$ cat config.mk
export PLATFORM = sky130hd
export DESIGN_NAME = axis_deadzone_saturation_scaler_unit
export DESIGN_NICKNAME = d
export VERILOG_FILES = /design/src/rtl/core/adss_pkg.sv /design/src/rtl/core/axis_deadzone_saturation_scaler_unit.sv /design/src/rtl/core/adss_csr.sv /design/src/rtl/core/adss_front.sv /design/src/rtl/core/adss_div_cell.sv
export SDC_FILE = /design/constraint.sdc
export NUM_CORES = 2
export LEC_CHECK = 0
export ABC_CLOCK_PERIOD_IN_PS = 7530
export BUFFER_PORTS_ARGS = -buffer_cell sky130_fd_sc_hd__clkbuf_2
export CAP_MARGIN = 40
export CORE_MARGIN = 1.5
export CORE_UTILIZATION = 55
export CTS_CLUSTER_SIZE = 16
export DETAILED_ROUTE_END_ITERATION = 10
export PLACE_DENSITY = 0.74
export SLEW_MARGIN = 20
export SYNTH_ARGS = -nofsm -noshare
export SYNTH_HDL_FRONTEND = slang
export SYNTH_SLANG_ARGS = --single-unit
$ cat constraint.sdc
create_clock -name clock -period 7.53 [get_ports clock]
set_input_delay 0.3765 -clock clock [delete_from_list [all_inputs] [get_ports clock]]
set_output_delay 0.3765 -clock clock [all_outputs]
set_load 0.02 [all_outputs]
$ cat src/rtl/core/adss_pkg.sv
// Shared types and constants for the axis dead-zone / saturation scaler.
`timescale 1ns / 1ps

package adss_pkg;

   // Configuration port geometry
   localparam int unsigned CSR_ADDR_W = 3;
   localparam int unsigned CSR_DATA_W = 32;
   localparam int unsigned REG_W      = 14;

   typedef enum logic [0:0] {
      REG_DEADZONE   = 1'b0,
      REG_SATURATION = 1'b1
   } adss_reg_type;

   localparam logic [REG_W-1:0] DEADZONE_RESET   = 14'd0;
   localparam logic [REG_W-1:0] SATURATION_RESET = 14'd10000;

   // Sample and result widths
   localparam int unsigned SAMPLE_W = 16;
   localparam int unsigned EDGE_W   = 16;
   localparam int unsigned SCALED_W = 16;

   // Physical range
   localparam logic [SCALED_W-1:0] PHY_MIN    = 16'd0;
   localparam logic [SCALED_W-1:0] PHY_CENTRE = 16'd32767;
   localparam logic [SCALED_W-1:0] PHY_MAX    = 16'd65535;

   // Edge computation: x / 10000 via reciprocal, x below 2^30
   localparam int unsigned EDGE_X_W    = 30;
   localparam int unsigned RECIP_W     = 27;
   localparam int unsigned RECIP_SHIFT = 40;
   localparam int unsigned PROD_W      = EDGE_X_W + RECIP_W;
   localparam logic [RECIP_W-1:0]  EDGE_RECIP  = 27'd109951162;
   localparam logic [EDGE_X_W-1:0] SCALE_UNITS = 30'd10000;
   localparam logic [EDGE_X_W-1:0] SCALE_HALF  = 30'd5000;

   // Divider chain
   localparam int unsigned DIV_STEPS = 16;
   localparam int unsigned REM_W     = 17;
   localparam int unsigned DVD_W     = REM_W + DIV_STEPS;

   // Data moved from one divider cell to the next
   typedef struct packed {
      logic                 centre;
      logic                 sat;
      logic                 pos;
      logic [REM_W-1:0]     rem;
      logic [REM_W-1:0]     divisor;
      logic [DIV_STEPS-1:0] dlow;
      logic [DIV_STEPS-1:0] quot;
   } adss_cell_type;

endpackage

$ cat src/rtl/core/axis_deadzone_saturation_scaler_unit.sv
// Pipeline: an accepted request beat passes 4 front stages, 16 division cells and 1
// output register on its way to its response beat. Throughput: one beat per cycle while
// rsp_ready does not stall the output; the 16-cell divider chain is fully pipelined and each stage stalls on its own.
// Reset (synchronous, active high) empties every stage, sets dead zone to 0 and
// saturation to 10000.
`timescale 1ns / 1ps

module axis_deadzone_saturation_scaler_unit import adss_pkg::*; (
   input  logic                       clock,
   input  logic                       reset,
   input  logic                       req_valid,
   output logic                       req_ready,
   input  logic signed [SAMPLE_W-1:0] req_axis_value,
   output logic                       rsp_valid,
   input  logic                       rsp_ready,
   output logic [SCALED_W-1:0]        rsp_scaled_value,
   input  logic                       csr_psel,
   input  logic                       csr_penable,
   input  logic                       csr_pwrite,
   input  logic [CSR_ADDR_W-1:0]      csr_paddr,
   input  logic [CSR_DATA_W-1:0]      csr_pwdata,
   output logic [CSR_DATA_W-1:0]      csr_prdata,
   output logic                       csr_pready
);

   logic [REG_W-1:0] deadzone;
   logic [REG_W-1:0] saturation;

   logic          link_valid [DIV_STEPS+1];
   logic          link_ready [DIV_STEPS+1];
   adss_cell_type link_data  [DIV_STEPS+1];

   logic                rsp_valid_ff;
   logic [SCALED_W-1:0] rsp_value_ff;
   logic [SCALED_W-1:0] rsp_value_in;
   logic                out_rdy;
   adss_cell_type       last;

   adss_csr u_csr (
      .clock       (clock),
      .reset       (reset),
      .csr_psel    (csr_psel),
      .csr_penable (csr_penable),
      .csr_pwrite  (csr_pwrite),
      .csr_paddr   (csr_paddr),
      .csr_pwdata  (csr_pwdata),
      .csr_prdata  (csr_prdata),
      .csr_pready  (csr_pready),
      .deadzone    (deadzone),
      .saturation  (saturation)
   );

   adss_front u_front (
      .clock          (clock),
      .reset          (reset),
      .req_valid      (req_valid),
      .req_ready      (req_ready),
      .req_axis_value (req_axis_value),
      .deadzone       (deadzone),
      .saturation     (saturation),
      .out_valid      (link_valid[0]),
      .out_ready      (link_ready[0]),
      .out_data       (link_data[0])
   );

   // Divider chain, one quotient bit per cell
   for (genvar i = 0; i < DIV_STEPS; i++) begin : g_cell
      adss_div_cell u_cell (
         .clock     (clock),
         .reset     (reset),
         .in_valid  (link_valid[i]),
         .in_ready  (link_ready[i]),
         .in_data   (link_data[i]),
         .out_valid (link_valid[i+1]),
         .out_ready (link_ready[i+1]),
         .out_data  (link_data[i+1])
      );
   end

   // Output register: pick center, range end or the interpolated value
   assign out_rdy                = !rsp_valid_ff || rsp_ready;
   assign link_ready[DIV_STEPS]  = out_rdy;
   assign last                   = link_data[DIV_STEPS];

   always_comb begin
      if (last.centre) begin
         rsp_value_in = PHY_CENTRE;
      end else if (last.sat) begin
         rsp_value_in = last.pos ? PHY_MAX : PHY_MIN;
      end else if (last.pos) begin
         rsp_value_in = SCALED_W'((SCALED_W+1)'(PHY_CENTRE) + (SCALED_W+1)'(last.quot));
      end else begin
         rsp_value_in = last.quot;
      end
   end

   always_ff @(posedge clock) begin
      if (reset) begin
         rsp_valid_ff <= 1'b0;
      end else if (out_rdy) begin
         rsp_valid_ff <= link_valid[DIV_STEPS];
      end
   end

   always_ff @(posedge clock) begin
      if (out_rdy && link_valid[DIV_STEPS]) begin
         rsp_value_ff <= rsp_value_in;
      end
   end

   assign rsp_valid        = rsp_valid_ff;
   assign rsp_scaled_value = rsp_value_ff;

endmodule

$ cat src/rtl/core/adss_csr.sv
// Configuration registers (dead zone, saturation) behind the APB-style port.
`timescale 1ns / 1ps

module adss_csr import adss_pkg::*; (
   input  logic                  clock,
   input  logic                  reset,
   input  logic                  csr_psel,
   input  logic                  csr_penable,
   input  logic                  csr_pwrite,
   input  logic [CSR_ADDR_W-1:0] csr_paddr,
   input  logic [CSR_DATA_W-1:0] csr_pwdata,
   output logic [CSR_DATA_W-1:0] csr_prdata,
   output logic                  csr_pready,
   output logic [REG_W-1:0]      deadzone,
   output logic [REG_W-1:0]      saturation
);

   logic [REG_W-1:0] deadzone_ff;
   logic [REG_W-1:0] saturation_ff;
   logic             wr_en;
   adss_reg_type     reg_sel;

   assign csr_pready = 1'b1;
   assign wr_en      = csr_psel && csr_penable && csr_pwrite;
   assign reg_sel    = adss_reg_type'(csr_paddr[2]);

   // Write the addressed register in the access phase
   always_ff @(posedge clock) begin
      if (reset) begin
         deadzone_ff   <= DEADZONE_RESET;
         saturation_ff <= SATURATION_RESET;
      end else if (wr_en) begin
         case (reg_sel)
            REG_DEADZONE:   deadzone_ff   <= csr_pwdata[REG_W-1:0];
            REG_SATURATION: saturation_ff <= csr_pwdata[REG_W-1:0];
            default: begin
            end
         endcase
      end
   end

   // Return the addressed register, zero extended
   always_comb begin
      case (reg_sel)
         REG_DEADZONE:   csr_prdata = CSR_DATA_W'(deadzone_ff);
         REG_SATURATION: csr_prdata = CSR_DATA_W'(saturation_ff);
         default:        csr_prdata = '0;
      endcase
   end

   assign deadzone   = deadzone_ff;
   assign saturation = saturation_ff;

endmodule

$ cat src/rtl/core/adss_front.sv
// Front stages: center the sample, derive the side's edges, classify, build the dividend.
`timescale 1ns / 1ps

module adss_front import adss_pkg::*; (
   input  logic                       clock,
   input  logic                       reset,
   input  logic                       req_valid,
   output logic                       req_ready,
   input  logic signed [SAMPLE_W-1:0] req_axis_value,
   input  logic [REG_W-1:0]           deadzone,
   input  logic [REG_W-1:0]           saturation,
   output logic                       out_valid,
   input  logic                       out_ready,
   output adss_cell_type              out_data
);

   localparam int unsigned NSTAGE = 4;

   logic [NSTAGE-1:0] valid_ff;
   logic [NSTAGE-1:0] valid_in;
   logic [NSTAGE-1:0] stage_rdy;

   // Stage A: magnitude, side and rounded edge numerators
   logic [EDGE_W-1:0]   a_mag_ff;
   logic                a_pos_ff;
   logic [EDGE_X_W-1:0] a_xd_ff;
   logic [EDGE_X_W-1:0] a_xs_ff;
   // Stage B: reciprocal estimates
   logic [EDGE_W-1:0]   b_mag_ff;
   logic                b_pos_ff;
   logic [EDGE_X_W-1:0] b_xd_ff;
   logic [EDGE_X_W-1:0] b_xs_ff;
   logic [EDGE_W-1:0]   b_qd_ff;
   logic [EDGE_W-1:0]   b_qs_ff;
   // Stage C: exact edges
   logic [EDGE_W-1:0]   c_mag_ff;
   logic                c_pos_ff;
   logic [EDGE_W-1:0]   c_lo_ff;
   logic [EDGE_W-1:0]   c_hi_ff;
   // Stage D: first cell input
   adss_cell_type       d_data_ff;

   logic [SAMPLE_W:0]   v_cent;
   logic [SAMPLE_W:0]   v_neg;
   logic                v_pos;
   logic [EDGE_W-1:0]   v_mag;
   logic [EDGE_X_W-1:0] xd_in;
   logic [EDGE_X_W-1:0] xs_in;
   logic [PROD_W-1:0]   prod_d;
   logic [PROD_W-1:0]   prod_s;
   logic [EDGE_X_W-1:0] rem_d;
   logic [EDGE_X_W-1:0] rem_s;
   logic [EDGE_W-1:0]   lo_in;
   logic [EDGE_W-1:0]   hi_in;
   logic [EDGE_W-1:0]   span;
   logic [EDGE_W-1:0]   offs;
   logic [30:0]         offs_k;
   logic [DVD_W-1:0]    dvd;
   adss_cell_type       d_data_in;

   // Hold a stage while its successor is full and stalled
   assign stage_rdy[NSTAGE-1] = !valid_ff[NSTAGE-1] || out_ready;
   for (genvar i = 0; i < NSTAGE - 1; i++) begin : g_rdy
      assign stage_rdy[i] = !valid_ff[i] || stage_rdy[i+1];
   end

   assign valid_in[0] = stage_rdy[0] ? req_valid : valid_ff[0];
   for (genvar i = 1; i < NSTAGE; i++) begin : g_vld
      assign valid_in[i] = stage_rdy[i] ? valid_ff[i-1] : valid_ff[i];
   end

   always_ff @(posedge clock) begin
      if (reset) begin
         valid_ff <= '0;
      end else begin
         valid_ff <= valid_in;
      end
   end

   // Center on the logical center and split into side and magnitude
   assign v_cent = {req_axis_value[SAMPLE_W-1], req_axis_value} + 17'd1;
   assign v_neg  = 17'd0 - v_cent;
   assign v_pos  = !v_cent[SAMPLE_W] && (v_cent != 17'd0);
   assign v_mag  = v_pos ? v_cent[EDGE_W-1:0] : v_neg[EDGE_W-1:0];

   // Half range is 32768 above center and 32767 below
   assign xd_in = EDGE_X_W'({deadzone, 15'd0})
                  - (v_pos ? '0 : EDGE_X_W'(deadzone)) + SCALE_HALF;
   assign xs_in = EDGE_X_W'({saturation, 15'd0})
                  - (v_pos ? '0 : EDGE_X_W'(saturation)) + SCALE_HALF;

   always_ff @(posedge clock) begin
      if (stage_rdy[0] && req_valid) begin
         a_mag_ff <= v_mag;
         a_pos_ff <= v_pos;
         a_xd_ff  <= xd_in;
         a_xs_ff  <= xs_in;
      end
   end

   // Estimate x / 10000, low by at most one
   assign prod_d = PROD_W'(a_xd_ff) * PROD_W'(EDGE_RECIP);
   assign prod_s = PROD_W'(a_xs_ff) * PROD_W'(EDGE_RECIP);

   always_ff @(posedge clock) begin
      if (stage_rdy[1] && valid_ff[0]) begin
         b_mag_ff <= a_mag_ff;
         b_pos_ff <= a_pos_ff;
         b_xd_ff  <= a_xd_ff;
         b_xs_ff  <= a_xs_ff;
         b_qd_ff  <= prod_d[RECIP_SHIFT +: EDGE_W];
         b_qs_ff  <= prod_s[RECIP_SHIFT +: EDGE_W];
      end
   end

   // Correct the estimate with one compare
   assign rem_d = b_xd_ff - EDGE_X_W'(EDGE_X_W'(b_qd_ff) * SCALE_UNITS);
   assign rem_s = b_xs_ff - EDGE_X_W'(EDGE_X_W'(b_qs_ff) * SCALE_UNITS);
   assign lo_in = b_qd_ff + EDGE_W'(rem_d >= SCALE_UNITS);
   assign hi_in = b_qs_ff + EDGE_W'(rem_s >= SCALE_UNITS);

   always_ff @(posedge clock) begin
      if (stage_rdy[2] && valid_ff[1]) begin
         c_mag_ff <= b_mag_ff;
         c_pos_ff <= b_pos_ff;
         c_lo_ff  <= lo_in;
         c_hi_ff  <= hi_in;
      end
   end

   // Classify and form 2*n*K + span over 2*span for the rounded quotient
   assign span   = c_hi_ff - c_lo_ff;
   assign offs   = c_pos_ff ? (c_mag_ff - c_lo_ff) : (c_hi_ff - c_mag_ff);
   assign offs_k = {offs, 15'd0} - (c_pos_ff ? 31'd0 : 31'(offs));
   assign dvd    = DVD_W'({offs_k, 1'b0}) + DVD_W'(span);

   always_comb begin
      d_data_in.centre  = c_mag_ff <= c_lo_ff;
      d_data_in.sat     = c_mag_ff >= c_hi_ff;
      d_data_in.pos     = c_pos_ff;
      d_data_in.rem     = dvd[DVD_W-1 -: REM_W];
      d_data_in.divisor = {span, 1'b0};
      d_data_in.dlow    = dvd[DIV_STEPS-1:0];
      d_data_in.quot    = '0;
   end

   always_ff @(posedge clock) begin
      if (stage_rdy[3] && valid_ff[2]) begin
         d_data_ff <= d_data_in;
      end
   end

   assign req_ready = stage_rdy[0];
   assign out_valid = valid_ff[NSTAGE-1];
   assign out_data  = d_data_ff;

endmodule

$ cat src/rtl/core/adss_div_cell.sv
// One restoring-division cell: develops one quotient bit and hands on the remainder.
`timescale 1ns / 1ps

module adss_div_cell import adss_pkg::*; (
   input  logic          clock,
   input  logic          reset,
   input  logic          in_valid,
   output logic          in_ready,
   input  adss_cell_type in_data,
   output logic          out_valid,
   input  logic          out_ready,
   output adss_cell_type out_data
);

   logic          valid_ff;
   adss_cell_type data_ff;
   adss_cell_type data_in;
   logic [REM_W:0] trial;
   logic           take;

   assign in_ready = !valid_ff || out_ready;

   // Shift in the next dividend bit and subtract where it fits
   assign trial = {in_data.rem, in_data.dlow[DIV_STEPS-1]};
   assign take  = trial >= (REM_W+1)'(in_data.divisor);

   always_comb begin
      data_in      = in_data;
      data_in.rem  = take ? REM_W'(trial - (REM_W+1)'(in_data.divisor)) : trial[REM_W-1:0];
      data_in.dlow = {in_data.dlow[DIV_STEPS-2:0], 1'b0};
      data_in.quot = {in_data.quot[DIV_STEPS-2:0], take};
   end

   always_ff @(posedge clock) begin
      if (reset) begin
         valid_ff <= 1'b0;
      end else if (in_ready) begin
         valid_ff <= in_valid;
      end
   end

   always_ff @(posedge clock) begin
      if (in_ready && in_valid) begin
         data_ff <= data_in;
      end
   end

   assign out_valid = valid_ff;
   assign out_data  = data_ff;

endmodule
Yosys cells after proc, flatten, opt, wreduce, memory -nomap -nowiden
Index checks and enable logic that the tools add are counted.
{ "word_totals": {"ff_bits": 1151, "elab_cells": 303} }
{ "op_classes": {"addsub": 31, "magnitude_cmp": 20, "n_mux": 24, "n_bitwise": 1, "mul": 4, "reduce_logical": 70} }
{ "op_table": {"columns": ["op", "n"], "rows": [
  ["18-bit by 17-bit greater-or-equal comparator with 1-bit output", 16],
  ["17-bit two-way mux", 15],
  ["17-bit subtractor", 15],
  ["30-bit by 26-bit multiplier with 55-bit output (second input constant)", 2],
  ["16-bit two-way mux", 6],
  ["32-bit case mux with 2 select lines", 1],
  ["30-bit by 13-bit adder with 30-bit output (second input constant)", 2],
  ["30-bit by 14-bit greater-or-equal comparator with 1-bit output (second input constant)", 2],
  ["29-bit by 30-bit subtractor with 30-bit output", 2],
  ["30-bit subtractor", 2],
  ["16-bit by 10-bit multiplier with 26-bit output (second input constant)", 2],
  ["16-bit subtractor", 3],
  ["32-bit by 16-bit adder with 33-bit output", 1],
  ["16-bit by 1-bit adder with 16-bit output", 2],
  ["31-bit subtractor", 1],
  ["14-bit two-way mux", 2],
  ["1-bit logical AND", 24],
  ["1-bit zero test", 22],
  ["1-bit logical OR", 21],
  ["16-bit by 2-bit adder with 17-bit output (second input constant)", 1],
  ["17-bit nonzero test", 1],
  ["15-bit by 16-bit adder with 16-bit output (first input constant)", 1],
  ["16-bit greater-or-equal comparator", 1],
  ["16-bit <= comparator", 1],
  ["other kinds (3)", 4]
]} }

Logic depth before layout (Yosys ltp)
{ "logic_depth": {"depth_word": 23, "depth_mapped": 38, "mapped_depth_nobuf": 38} }

Modules after synthesis
From an unflattened synthesis, not the netlist that was laid out.
{ "hier_totals": {"cells_unflattened": 8661, "area_unflattened_um2": 104443.9} }
{ "modules_own_cells": {"columns": ["module", "n_inst", "area_per_inst_um2", "cells_per_inst"], "rows": [
  ["adss_front", 1, 49436.2, 4779],
  ["adss_div_cell (g_cell[0].u_cell ...)", 15, 3276.9, 227],
  ["adss_div_cell (g_cell[6].u_cell)", 1, 3320.7, 232],
  ["adss_csr", 1, 1525.2, 151],
  ["axis_deadzone_saturation_scaler_unit", 1, 1008.5, 94]
]} }

Worst setup path before layout
OpenSTA, ideal clock, no wires.
{ "synth_path": {"path_type": "register -> register", "start": "reg u_front.b_qs_ff[4]", "end": "reg u_front.c_hi_ff[15], data pin", "path_stages_with_launch": 37, "t_required_ns": 7.267, "arrival_ns": 7.331, "setup_slack_ns": -0.063, "path_cell_list": "edfxtp_1 inv_1 fa_1 inv_1 ha_1 inv_1 fa_1 inv_1 ha_1 inv_1 fa_1 inv_1 ha_1 inv_1 o21ai_0 a31oi_1 a211o_1 nand2_1 o41ai_1 o21bai_1 a21oi_1 xor2_1 ha_1 inv_1 a222oi_1 o311ai_0 nor4_1 nand4b_1 or4_1 a21o_1 nor4b_1 nand4_1 ha_1 and3_1 and3_1 nand4_1 xnor2_1"} }
{ "synth_between": {"elab_chain_cells": 4} }
{ "synth_rtl": {"columns": ["item", "line_no", "text"], "rows": [
  ["start, declared", "adss_front.sv:34", "logic [EDGE_W-1:0] b_qs_ff;"],
  ["start signal, assigned", "adss_front.sv:112", "b_qs_ff <= prod_s[RECIP_SHIFT +: EDGE_W];"],
  ["16-bit by 10-bit multiplier with 26-bit output", "adss_front.sv:118", "assign rem_s = b_xs_ff - EDGE_X_W'(EDGE_X_W'(b_qs_ff) * SCALE_UNITS);"],
  ["30-bit subtractor", "adss_front.sv:118", null],
  ["30-bit by 14-bit greater-or-equal comparator with 1-bit output", "adss_front.sv:120", "assign hi_in = b_qs_ff + EDGE_W'(rem_s >= SCALE_UNITS);"],
  ["16-bit by 1-bit adder with 16-bit output (*)", "adss_front.sv:120", null],
  ["via u_front.hi_in[15]", "adss_front.sv:54", "logic [EDGE_W-1:0] hi_in;"],
  ["end signal, assigned", "adss_front.sv:127", "c_hi_ff <= hi_in;"],
  ["end, declared", "adss_front.sv:39", "logic [EDGE_W-1:0] c_hi_ff;"]
]} }
Mark *: on every way through the listed nets, which the timed path passes. The rest lies on a longest branch.
A chain may end at the register's enable or synchronous reset.

Worst setup path in the final report
Same ends and word-level chain as after synthesis.

==> results.md <==
- Clock Tree Buf Depth: 3
- R2R Path Start: u_front.b_qs_ff[4]$_DFFE_PP_
- Asr flop ratio synth: 0
- Req. time, crit path: 8.04 ns
- # setup viols final: 6
- Worst hold path startpoint: req_axis_value[9]
- Total routed wirelength: 202 mm
- CP delay by family, top: adder cells
- Register area share after synthesis: 0.369
- Gp weighted congestion: 0.948
- Ant diodes: 0
- Post-synth top area cell: edfxtp_1
- Fin crit share: 1.01
- Minimum clock period: 7.58 ns
- Number of H-tree levels: 3
- Worst path buffer plus inverter count: 7
- Rel. slew slack: 0.414
- Post-synth EDFFs: 1078
- Crit. End Element: flop
- Clock root cell: clkbuf_16
- Leading register cell type out of synthesis: edfxtp_1
- Status: complete, but fails checks
- Worst-margin pin slew: 0.856 ns
- Crit path max-delay cell type: fa_1
- # Max-Cap Violations: 0
- Reg area: 33400 sq um
- DR vias/cell: 5.44
- Number of synthesized register bits: 1127
- Fillers: 12600
- DRC: 0
- Synthesized area: 90400 sq um
- Synthesized area per cell: 11.1 sq um
- Total Nets Final: 10700
- Core Rows: 148
- Achievable Freq: 132 MHz
- GR Util met2: 0.429
- First-pass GRT wire length: 324 mm
- Grt ovf: 0
- Reg2reg end: u_front.c_hi_ff[15]$_DFFE_PP_
- Final Skew: 0.0948 ns
- Gr usage total: 0.243
- Most common cell after layout, fill and taps aside: inv_1
- Grt met1 use: 0.314
- Multi-input gate area: 50900 sq um
- GRT Max-Usage Layer: met2
- M3 GR Usage: 0.0279
- CP peak stage delay: 0.56 ns
- Post-DP Area: 96100 sq um
- P&R area growth vs syn: 12.2%
- Failing checks: negative setup slack
- Largest fanout on the critical path: 4
- Avg WL per Cell: 18.4 um
- Post-synth cell types: 92
- Via Count: 59600
- Commonest non-fill, non-tap cells in the layout: 1755 x inv_1, 1115 x ha_1, 1078 x edfxtp_1
- Post-route ant nets: 0
- Yosys warning count: 0
- Post-Syn Instances: 8157
- Post-route cell area: 101000 sq um
- Final worst slack: -0.0534 ns
- Layout cells sized above 1: 0.119
- Crit Path Class: reg -> reg
- Core area: 163000 sq um
- Final Hold Vio Count: 0
- Main area contributors after synthesis: edfxtp_1 36%, fa_1 17%, ha_1 16%, inv_1 7.4%, xnor2_1 2.1%
- Largest net degree at the start of global routing: 63
- Final HPWL DP: 162 mm
- Worst-path clk slew: 0.07 ns
- Initial Util: 0.555
- Most frequent CP cell: inv_2
- Starting DRT DRC Count: 4138
- Reg2reg path depth: 36
- Reg2Reg Setup Slack: -0.05 ns
- Cts bufs inserted: 115
- RSZ-0062 raised after global routing: true
- Hold worst-path end: u_front.a_mag_ff[9]$_DFFE_PP_
- Die area: 167000 sq um
- Synth top area share: 0.358
- Initial antenna violation count: 0
- Hold Path Cell Cnt: 3
- Port bufs: 69
- Die height: 408 um
- I/O pin cnt: 109
- CTS tree: built
- DRT Pass-1 Iters: 6
- Critical path startpoint category: flop
- Hold Path Class: in -> reg
- Worst-Skew Late Latency: 0.79 ns
- Die W: 408 um
- Final count of pins violating max slew: 0
- Vias in the first global route: 62300
- Critical Path AT: 8.09 ns
- Clock Sink Count: 1127
==> routing by layer <==
metal  vias up  wire [um]
li1      28600          -
met5         -          0
met4         0       5420
met2      1394     101000
met3       327       9340
met1     29300      85500
==> logic make-up (layout without fill, tap and decap cells) <==
group | Yosys count | count (layout) | synth area share
fa+ha+maj | 1906 | 1906 | 0.328
compound gates | 1143 | 1143 | 0.0811
other cells | 2 | 21 | 0.0000831
buf+inv | 1888 | 2508 | 0.0797
flops | 1127 | 1127 | 0.369
xor+xnor | 347 | 347 | 0.0336
mux | 208 | 208 | 0.0254
simple gates | 1536 | 1536 | 0.0836
==> final cells by class <==
| class | count | area share |
|---|---|---|
| multi-input combinational | 5161 | 0.502 |
| sequential | 1127 | 0.329 |
| inverter | 1781 | 0.0659 |
| timing repair buffer | 512 | 0.0382 |
| clock buffer | 150 | 0.0309 |
| tap | 2175 | 0.0268 |
| clock inverter | 65 | 0.00750 |
==> state kept, by name, indices dropped and copies added, names as in the netlist, 26 cells and up <==
signal	count
u_front.a_xd_ff	30
g_cell.u_cell.out_data	784
u_front.b_xd_ff	26
u_front.b_xs_ff	26
u_front.out_data	51
u_front.a_xs_ff	30
==> how the worst max path moves through the flow <==
| stage | from | to | slack (ns) | depth (start not counted) |
|---|---|---|---|---|
| after floorplan | u_front.b_qs_ff[4]$_DFFE_PP_ | u_front.c_hi_ff[15]$_DFFE_PP_ | 0.04 | 36 |
| after global placement | u_front.b_qs_ff[5]$_DFFE_PP_ | u_front.c_hi_ff[14]$_DFFE_PP_ | -0.29 | 36 |
| after detailed placement | u_front.b_qs_ff[5]$_DFFE_PP_ | u_front.c_hi_ff[14]$_DFFE_PP_ | -0.45 | 37 |
| after CTS | u_front.b_qs_ff[4]$_DFFE_PP_ | u_front.c_hi_ff[15]$_DFFE_PP_ | -0.13 | 36 |
| after global routing | u_front.b_qd_ff[5]$_DFFE_PP_ | u_front.c_lo_ff[14]$_DFFE_PP_ | -0.41 | 39 |
| final | u_front.b_qs_ff[4]$_DFFE_PP_ | u_front.c_hi_ff[15]$_DFFE_PP_ | -0.05 | 36 |
==> synth_stat cells, types with 12 or more instances <==
library cell / number
inv_1: 1776
ha_1: 1139
edfxtp_1: 1078
fa_1: 767
nor2_1: 431
nand2_1: 364
o21ai_0: 314
a21oi_1: 241
xnor2_1: 220
mux2_2: 158
nor3_1: 135
xor2_1: 127
a21boi_0: 114
nand3_1: 108
a21o_1: 97
nor2b_1: 95
nand4_1: 81
o31ai_1: 69
clkbuf_1: 67
nand2b_1: 56
and3_1: 51
a31oi_1: 50
dfxtp_1: 49
mux2i_1: 48
a211oi_1: 46
o21a_1: 35
or2_2: 32
or3_1: 32
nor4_1: 30
o21bai_1: 26
and2_1: 25
or4_1: 21
buf_4: 20
o211ai_1: 17
nand4b_1: 14
a2111oi_0: 13
nand3b_1: 13
buf_2: 12
==> worst register-to-register path, delay by kind of cell, from the launching register on <==
kind | cells | cell delay [ns]
AOI/OAI and AO/OA | 6 | 1.00
DFF | 1 | 0.37
and+or+nand+nor | 13 | 2.54
xor gates and xnor gates | 2 | 0.19
buffers and inverters | 7 | 0.37
adders and majority gates | 8 | 2.88
==> stage by stage <==
stage                     hold slack (ns)  setup WS [ns]  utilization  instances  TNS [ns]
after floorplan                     0.400         0.0393            -       8176         0
after global placement              0.401         -0.289        0.589      10700     -2.74
after detailed placement            0.405         -0.451        0.590      10700     -7.46
after CTS                          0.0102         -0.125        0.617      10900    -0.670
after global routing               0.0584         -0.415        0.622      11000     -7.30
final                              0.0652        -0.0534        0.622      11000    -0.163
==> repair_timing <==
item / CTS / global route
endpoints found under the hold margin: 37 / 0
resized for setup: 70 / 114
pin swaps: 49 / 86
setup endpoints to repair: 36 / 51
hold buffers: 21 / 0
gates cloned: 0 / 0
buffers inserted: 10 / 30
Power is left out: the tool's default activity adds up to more than one toggle a clock period on the data nets, which glitch-free logic cannot reach.
